$ cat src/utf8sd_pkg.sv
// package: transaction types, constants and the lead byte decode for the utf-8 stream decoder
package utf8sd_pkg;

   localparam int ByteWidth  = 8;
   localparam int CodeWidth  = 32;
   localparam int CountWidth = 4;
   localparam int RemWidth   = 3;
   localparam int ChunkWidth = 6;

   localparam logic [ByteWidth-1:0]  PayloadMask = 8'h3f;
   localparam logic [CountWidth-1:0] LenAscii    = 4'd0;
   localparam logic [CountWidth-1:0] LenStray    = 4'd1;
   localparam logic [CountWidth-1:0] LenSingle   = 4'd1;

   typedef struct packed {
      logic [ByteWidth-1:0] byte_value;
      logic                 end_of_buffer;
   } req_type;

   typedef struct packed {
      logic [CodeWidth-1:0]  code_point;
      logic [CountWidth-1:0] byte_count;
   } rsp_type;

   // run of leading ones, 0 to 8
   function automatic logic [CountWidth-1:0] lead_ones(input logic [ByteWidth-1:0] b);
      logic [CountWidth-1:0] n;
      priority casez (b)
         8'b0???????: n = 4'd0;
         8'b10??????: n = 4'd1;
         8'b110?????: n = 4'd2;
         8'b1110????: n = 4'd3;
         8'b11110???: n = 4'd4;
         8'b111110??: n = 4'd5;
         8'b1111110?: n = 4'd6;
         8'b11111110: n = 4'd7;
         default:     n = 4'd8;
      endcase
      return n;
   endfunction

endpackage

$ cat src/utf8_stream_decoder_unit.sv
// top level: lenient utf-8 byte stream decoder with a registered result stage
//
//   channel  direction  handshake            payload
//   req      in         req_valid/req_stall  req_data (byte_value, end_of_buffer)
//   rsp      out        rsp_valid/rsp_stall  rsp_data (code_point, byte_count)
//
// one byte is taken each cycle while req_stall is low; lead decode, mask and shift sit
// between the sequence state registers and the result register, so a result shows in
// the cycle after the byte that completes it. reset clears the sequence state and the
// result valid flag. req_stall is raised only while a result waits in the result
// register and rsp_stall holds it; a taken result frees the slot in the same cycle.
module utf8_stream_decoder_unit (
   input  logic               clock,
   input  logic               reset,
   input  logic               req_valid,
   output logic               req_stall,
   input  utf8sd_pkg::req_type req_data,
   output logic               rsp_valid,
   input  logic               rsp_stall,
   output utf8sd_pkg::rsp_type rsp_data
);

   logic [utf8sd_pkg::RemWidth-1:0]   bytes_remaining_ff, bytes_remaining_in;
   logic [utf8sd_pkg::CountWidth-1:0] sequence_length_ff, sequence_length_in;
   logic [utf8sd_pkg::CodeWidth-1:0]  code_accumulator_ff, code_accumulator_in;
   logic                              rsp_valid_ff, rsp_valid_in;
   utf8sd_pkg::rsp_type               rsp_data_ff, rsp_data_in;

   logic                              req_take;
   logic                              rsp_take;
   logic                              emit;
   logic [utf8sd_pkg::CountWidth-1:0] lead_n;
   logic [utf8sd_pkg::ByteWidth-1:0]  seed;
   logic [utf8sd_pkg::CodeWidth-1:0]  acc_shift;
   logic [utf8sd_pkg::RemWidth-1:0]   rem_dec;

   assign rsp_take  = rsp_valid_ff && !rsp_stall;
   assign req_stall = rsp_valid_ff && rsp_stall;
   assign req_take  = req_valid && !req_stall;

   assign lead_n    = utf8sd_pkg::lead_ones(req_data.byte_value);
   assign seed      = req_data.byte_value & (8'hff >> lead_n);
   assign acc_shift = {code_accumulator_ff[utf8sd_pkg::CodeWidth-utf8sd_pkg::ChunkWidth-1:0],
                       req_data.byte_value[utf8sd_pkg::ChunkWidth-1:0]};
   assign rem_dec   = bytes_remaining_ff - 3'd1;

   always_comb begin
      bytes_remaining_in  = bytes_remaining_ff;
      sequence_length_in  = sequence_length_ff;
      code_accumulator_in = code_accumulator_ff;
      emit                = 1'b0;
      rsp_data_in         = rsp_data_ff;
      if (req_take) begin
         if (bytes_remaining_ff == '0) begin
            if (lead_n == utf8sd_pkg::LenAscii) begin
               emit        = 1'b1;
               rsp_data_in = '{code_point: {24'd0, req_data.byte_value},
                               byte_count: utf8sd_pkg::LenSingle};
            end else if (lead_n == utf8sd_pkg::LenStray) begin
               emit        = 1'b1;
               rsp_data_in = '{code_point: {24'd0,
                                            req_data.byte_value & utf8sd_pkg::PayloadMask},
                               byte_count: utf8sd_pkg::LenSingle};
            end else if (req_data.end_of_buffer) begin
               bytes_remaining_in  = '0;
               sequence_length_in  = '0;
               code_accumulator_in = '0;
            end else begin
               code_accumulator_in = {24'd0, seed};
               sequence_length_in  = lead_n;
               bytes_remaining_in  = 3'(lead_n - 4'd1);
            end
         end else begin
            if (rem_dec == '0) begin
               emit                = 1'b1;
               rsp_data_in         = '{code_point: acc_shift, byte_count: sequence_length_ff};
               bytes_remaining_in  = '0;
               sequence_length_in  = '0;
               code_accumulator_in = '0;
            end else if (req_data.end_of_buffer) begin
               // cut short by end of buffer: drop the pending sequence
               bytes_remaining_in  = '0;
               sequence_length_in  = '0;
               code_accumulator_in = '0;
            end else begin
               code_accumulator_in = acc_shift;
               bytes_remaining_in  = rem_dec;
            end
         end
      end
   end

   always_comb begin
      rsp_valid_in = rsp_valid_ff;
      if (emit) begin
         rsp_valid_in = 1'b1;
      end else if (rsp_take) begin
         rsp_valid_in = 1'b0;
      end
   end

   always_ff @(posedge clock) begin
      if (reset) begin
         bytes_remaining_ff  <= '0;
         sequence_length_ff  <= '0;
         code_accumulator_ff <= '0;
         rsp_valid_ff        <= 1'b0;
      end else begin
         bytes_remaining_ff  <= bytes_remaining_in;
         sequence_length_ff  <= sequence_length_in;
         code_accumulator_ff <= code_accumulator_in;
         rsp_valid_ff        <= rsp_valid_in;
      end
   end

   always_ff @(posedge clock) begin
      rsp_data_ff <= rsp_data_in;
   end

   assign rsp_valid = rsp_valid_ff;
   assign rsp_data  = rsp_data_ff;

   // a pending sequence always has more bytes in total than still expected
   a_len_covers_rem: assert property (@(posedge clock) disable iff (reset)
      bytes_remaining_ff != '0 |-> sequence_length_ff > 4'(bytes_remaining_ff))
      else $error("sequence length below remaining count");

   // every result carries a byte count of 1 to 8
   a_count_range: assert property (@(posedge clock) disable iff (reset)
      rsp_valid_ff |-> (rsp_data_ff.byte_count != 4'd0 && rsp_data_ff.byte_count <= 4'd8))
      else $error("byte count out of range");

   // the input is held back only while a result is waiting
   a_stall_cause: assert property (@(posedge clock) disable iff (reset)
      req_stall |-> rsp_valid_ff)
      else $error("input stalled with empty result register");

   // a completing continuation byte always produces a result
   a_complete_emits: assert property (@(posedge clock) disable iff (reset)
      req_take && bytes_remaining_ff == 3'd1 |=> rsp_valid_ff && bytes_remaining_ff == '0)
      else $error("completed sequence gave no result");

   // a multi byte lead without end mark opens a sequence
   a_lead_opens: assert property (@(posedge clock) disable iff (reset)
      req_take && bytes_remaining_ff == '0 && lead_n > 4'd1 && !req_data.end_of_buffer
      |=> bytes_remaining_ff != '0)
      else $error("lead byte did not open a sequence");

endmodule
$ cat config.mk
export PLATFORM = sky130hd
export DESIGN_NAME = utf8_stream_decoder_unit
export DESIGN_NICKNAME = d
export VERILOG_FILES = /design/src/utf8sd_pkg.sv /design/src/utf8_stream_decoder_unit.sv
export SDC_FILE = /design/constraint.sdc
export NUM_CORES = 1
export LEC_CHECK = 0
export ABC_AREA = 1
export BUFFER_PORTS_ARGS = -buffer_cell sky130_fd_sc_hd__buf_4
export CORE_ASPECT_RATIO = 0.8
export CORE_UTILIZATION = 50
export DETAILED_ROUTE_END_ITERATION = 7
export GPL_ROUTABILITY_DRIVEN = 0
export PLACE_DENSITY = 0.75
export RECOVER_POWER = 25
export SYNTH_ARGS = -nofsm -noshare
export SYNTH_HDL_FRONTEND = slang
export SYNTH_SLANG_ARGS = --single-unit
$ cat constraint.sdc
create_clock -name clock -period 6.6 [get_ports clock]
set_input_delay 1.32 -clock clock [delete_from_list [all_inputs] [get_ports clock]]
set_output_delay 1.32 -clock clock [all_outputs]
set_load 0.02 [all_outputs]
# Word level (Yosys, flattened, before mapping)
# Index checks and enable logic that the tools add are counted.
# totals
regBits,70
word_cells,66
# op_classes
addsub,2
n_eq_ne,11
n_shift,1
mux,30
bitwise,2
n_reduce_logical,14
# ops
operator,n
$mux 36,4
$mux 26,5
$pmux 4 s8,1
$mux 4,6
$mux 3,6
$and 8x8->8,1
$eq 8x8->1 const B,1
$mux 8,1
$shr 8x4->8 const A,1
$eq 7x7->1 const B,1
$mux 1,7
$eq 6x6->1 const B,1
$logic_not 3->1,2
$reduce_and 3->1,2
$sub 3x1->3 const B,2
$eq 5x5->1 const B,1
$eq 4x1->1 const B,1
$eq 4x4->1 const B,1
$logic_not 4->1,1
$ne 2x2->1 const B,2
$reduce_and 4->1,1
$reduce_bool 2->1,2
$eq 3x3->1 const B,1
$logic_and 1x1->1,3
other kinds (5),6

# Logic depth before layout (Yosys ltp)
# logic_depth
depth_word,8
ltp_mapped,18

# Least setup slack after synthesis
# Ideal clock, no wire load.
# synth_timing
path_type,in2reg
startpoint,input req_data[5] (netlist name)
endpoint,"register rsp_data_ff, in the netlist rsp_data[0], enable pin"
arrival_ps,5771
setup_slack_ps,310
cell_stages,12
n_path_buf,0
cell_sequence,nand2_1 > nor2_4 > nand3_1 > inv_1 > a21oi_1 > nand2_1 > inv_1 > ha_1 > nor2_1 > nor2_2 > nor2_1 > nor4_1
# synth_between
elab_chain_len,5
word_cells_on_any_way,10
classes_between,eq/ne (7); mux (1); reduce/logical (2)
# synth_lines
element,line_no,source
"start, declared",utf8_stream_decoder_unit.sv:17,"input utf8sd_pkg::req_type req_data,"
$eq 8x8->1 (tied with other cells),utf8sd_pkg.sv:28,priority casez (b)
$pmux 4 s8 (*),utf8sd_pkg.sv:28,
$eq 4x1->1 / $logic_not 4->1 (equally long branches),"utf8_stream_decoder_unit.sv:59, utf8_stream_decoder_unit.sv:55",
$ne 3x1->1 (no source line) (*),-,
$reduce_and 3->1 (no source line) (*),-,
"end signal, assigned",utf8_stream_decoder_unit.sv:117,rsp_data_ff <= rsp_data_in;
"end, declared",utf8_stream_decoder_unit.sv:27,"utf8sd_pkg::rsp_type rsp_data_ff, rsp_data_in;"
# Mark *: on every way between the ends. The rest lies on a longest branch, timed or not.
# A chain may end at the register's enable or synchronous reset.

# Worst setup path after layout
# layout_timing
startpoint,input req_data[5] (netlist name)
endpoint,register code_accumulator_ff[2] (netlist name)
# layout_between
elab_chain_len,8
word_cells_on_any_way,17
classes_between,eq/ne (8); shift (1); mux (5); bitwise (1); reduce/logical (2)
# layout_lines
element,line_no,source
$eq 8x8->1 (tied with other cells),utf8sd_pkg.sv:28,
$pmux 4 s8 (*),utf8sd_pkg.sv:28,
$shr 8x4->8,utf8_stream_decoder_unit.sv:42,assign seed = req_data.byte_value & (8'hff >> lead_n);
$and 8x8->8,utf8_stream_decoder_unit.sv:42,
$mux 8,utf8_stream_decoder_unit.sv:64,end else if (req_data.end_of_buffer) begin
$mux 26,utf8_stream_decoder_unit.sv:59,end else if (lead_n == utf8sd_pkg::LenStray) begin
$mux 26,utf8_stream_decoder_unit.sv:55,if (lead_n == utf8sd_pkg::LenAscii) begin
$mux 26,utf8_stream_decoder_unit.sv:54,if (bytes_remaining_ff == '0) begin
"end signal, assigned",utf8_stream_decoder_unit.sv:111,code_accumulator_ff <= code_accumulator_in;
"end, declared",utf8_stream_decoder_unit.sv:25,"logic [utf8sd_pkg::CodeWidth-1:0] code_accumulator_ff, code_accumulator_in;"
# Mark *: on every way between the ends. The rest lies on a longest branch, timed or not. The select of a mux whose other input is x is not followed.

==> results summary <==
The number of top-level design ports came out at 51. Data on the critical path arrives at its endpoint at around 3800 ps. The area share of the leading cell type in the synthesized netlist is 35.51%. The setup TNS came out at 0 ps.

For this run, asynchronously set or reset flops after synthesis account for 0%. The initial antenna violation count is 0. The worst min-delay path category is flip-flop to flip-flop. From synthesis to final layout, the design area changed by 20.06%. The tightest slew margin relative to the limit is -2.834%. The critical path starts at req_data[5]. For this run, design rule violations remaining after detail routing come to 0. The clock tree from TritonCTS is done.

The clock buffer count from CTS came out at 9. The peak clock frequency supported by timing came out at 277.8 MHz. The flop and latch count out of synthesis is 70. The source of the worst register-to-register timing path is bytes_remaining_ff[1]. The routed via count divided by cell count came out at just over 5. The most instantiated library cell after synthesis is sky130_fd_sc_hd__inv_1. Setup repair after global routing left no endpoint under its margin. The layout cell share with drive strength beyond 1 is roughly a quarter.

In this design, the largest share of critical-path delay is due to simple AND/OR/NAND/NOR gates. During placement, the flow inserted port buffers numbering 50. The register clock-pin slew on the reported worst setup and hold paths is about 70 ps. Final hold analysis gives a worst-case slack of roughly 450 ps. Post-CTS timing repair inserted 0 buffers for setup. The final critical path time including I/O delays and setup is 3599 ps. The endpoint required time on the critical path came out at approximately 7000 ps.

Yosys attributes the largest share of cell area to sky130_fd_sc_hd__edfxtp_1 (36%), sky130_fd_sc_hd__dfxtp_1 (22%), sky130_fd_sc_hd__a211oi_2 (7.0%). The wire-length estimate of the detail-placed layout is a little under 4000 microns. The die area is about 6400 sq um. The max-cap check violation count is 1.

The biggest area contributor in the post-synthesis netlist is sky130_fd_sc_hd__edfxtp_1. STA classifies the critical path startpoint as a primary input. The routed length per placed instance came out at 13.20 microns. The run finished, with violations left. The number of antenna cells inserted came out at 0. The met3 capacity usage during global routing came out at under 10%.

The routing usage on met1 is between 20% and 30%. The number of buffer and inverter instances along the worst setup path came out at 4. The number of routed nets with antenna violations is 0. The average cell area after synthesis is approximately 9.8 sq um. The count of endpoints failing setup in the final report came out at 0. The first-pass GRT wire length is approximately 9600 microns. The synthesized netlist cell count is 311.

Across the routed clock network, the largest skew measured is 5.433 ps. The number of clock sinks seen by CTS came out at 70. The cell row count is 25. In this run the most critical hold path is launched from sequence_length_ff[3]. The synthesis warning total came out at 0. The max-slew violation count was 36. In this run the power density over the cells is around 340 nW/um^2. The area inside the core boundary is 5881 sq um. The hold violation total from the final report is 0. In this run the clock root is driven by a sky130_fd_sc_hd__clkbuf_8.

The starting density of the core came out at 51.77%. Buffers inserted to repair hold after CTS numbered 0. The commonest cells after synthesis are sky130_fd_sc_hd__inv_1 (51), sky130_fd_sc_hd__a21oi_1 (38), sky130_fd_sc_hd__nand2_1 (37), sky130_fd_sc_hd__edfxtp_1 (36), sky130_fd_sc_hd__nor2_1 (36). The total iterations of the first detailed-routing run came out at 4. The checks that failed: max-capacitance violations, max-slew violations. The insertion delay to the later sink of the worst-skew pair is between 300 and 400 ps.

The number of nets produced by synthesis is roughly 330. The worst ir drop on vdd is ~160 uV. The count of flip-flops with a built-in enable after synthesis is 36. The number of resized instances in the post-cts repair step is 0.

The standby leakage power is around 1.5 nW. The worst setup path is of the primary input to flip-flop kind. The number of different library cells used by synthesis comes to 28. The all-layer global routing usage is 20.46%.

The total number of H-tree levels came out at 3. The number of global-route vias before repair came out at about 2,000. The number of nets in the layout is between 300 and 400.

The cell area that synthesis handed to floorplanning was just over 3000 sq um. The routed design has 5913 microns of wire. The worst setup path is captured at a flip-flop. The final standard cell area without fillers is 3655 sq um. The clock passes through at most 2 buffers. The pin count of the biggest net entering global routing is a little over 50. The height of the die came out at about 72 microns.

In this run the cell area measured after placement is approximately 3500 sq um. On the worst path, the slowest cell contributes a delay of 360 ps. The critical path goes through clkbuf_1 -> nand2_1 -> nor2_4 -> nand3_1 -> nand2_1 -> inv_1 -> nand2_1 -> inv_1 -> ha_1 -> nor2_1 -> nor2_2 -> nand2_2 -> nand2_4 -> nor2_2 -> inv_1 -> o21ai_1 -> a21oi_1. The most instantiated flip-flop cell in the synthesis netlist is sky130_fd_sc_hd__edfxtp_1. For the pin with the worst max-slew slack, the measured transition is 1543 ps.

In this run the most used layer during global routing was met2. For this run, global-route usage on met2 was measured as between 30% and 40%. The iteration-0 DRC count of the detailed router is around 170. The detailed router placed 2,254 vias in this run. In this run the horizontal extent of the chip is 89.24 microns. The maximum fanout along the worst path is 50. The largest individual stage delay along the critical path comes from the cell sky130_fd_sc_hd__nand2_4. The final critical-path share of the clock period is between 50% and 60%. The total overflow left after global routing is 0. The portion of the post-synthesis area used by sequential elements is 57.87%.
-- sequential cells by signal, indices dropped and copies added, names as in the netlist --
register,flops
bytes_remaining_ff,3
code_accumulator_ff,26
rsp_data,36
rsp_valid,1
sequence_length_ff,4
-- area by class of cell --
cell class / instances / area [sq um]
clock buffers: 10 / 127.6
clock inverters: 6 / 85.08
fillers: 514 / 2226
inverters: 53 / 198.9
multi-input cells: 175 / 1012
flip-flops and latches: 70 / 1762
well taps: 81 / 101.3
repair buffers: 53 / 367.9
-- final timing paths --
path / end / slack [ps] / depth (start not counted)
setup / recovery: code_accumulator_ff[2] / 3000 / 17
hold / removal: sequence_length_ff[3] / 450 / 2
setup reg to reg: sequence_length_ff[1] / 3460 / 11
hold reg to reg: sequence_length_ff[3] / 450 / 2
-- tightest hold or removal path: cells and delay by family (launching register included) --
family	cells	cell delay (ps)
DFF	1	300
buffers and inverters	1	60
AOI/OAI and AO/OA	1	50
-- cells by family after synthesis --
family / synth area share [%]
buffers and inverters: 9.084
flip-flops: 57.87
adder cells (fa/ha/maj): 2.877
XOR/XNOR: 0.2878
AND/OR/NAND/NOR: 13.28
AO/OA/AOI/OAI: 16.60
-- stage by stage --
stage	power [W]	setup slack [ps]	util (%)	cells
5_1_grt	0.001296	2766	62.15	448
3_5_place_dp	0.0008742	2820	59.04	432
6_report	0.001237	3001	62.15	448
4_1_cts	0.001246	3177	62.66	448
3_3_place_gp	0.0008680	2914	59.04	432
2_1_floorplan	0.0007821	310.3	-	311
-- cells in the final DEF, fill, tap and decap left out, drive strengths merged, types with 9 or more instances in the layout --
cell and instances:
edfxtp 36, inv 54, nor2 40, nand2 41, a21oi 38, a211oi 20
nand3 9, o21ai 12, buf 44, dfxtp 34, clkbuf 19
-- layer usage --
metal,share of wire [%],vias up
li1,-,1133
met1,47,1039
met2,45,68
met3,6.1,14
met4,2.0,0
met5,0,-
-- report_power, final --
| group | internal (W) | switching (W) | leakage (nW) | total (W) |
|---|---|---|---|---|
| Sequential | 0.000532 | 0.0000245 | 0.628 | 0.000556 |
| Combinational | 0.000101 | 0.000206 | 0.757 | 0.000307 |
| Clock | 0.000212 | 0.000161 | 0.104 | 0.000374 |
Note: power is estimated with default switching activity, not from simulation.
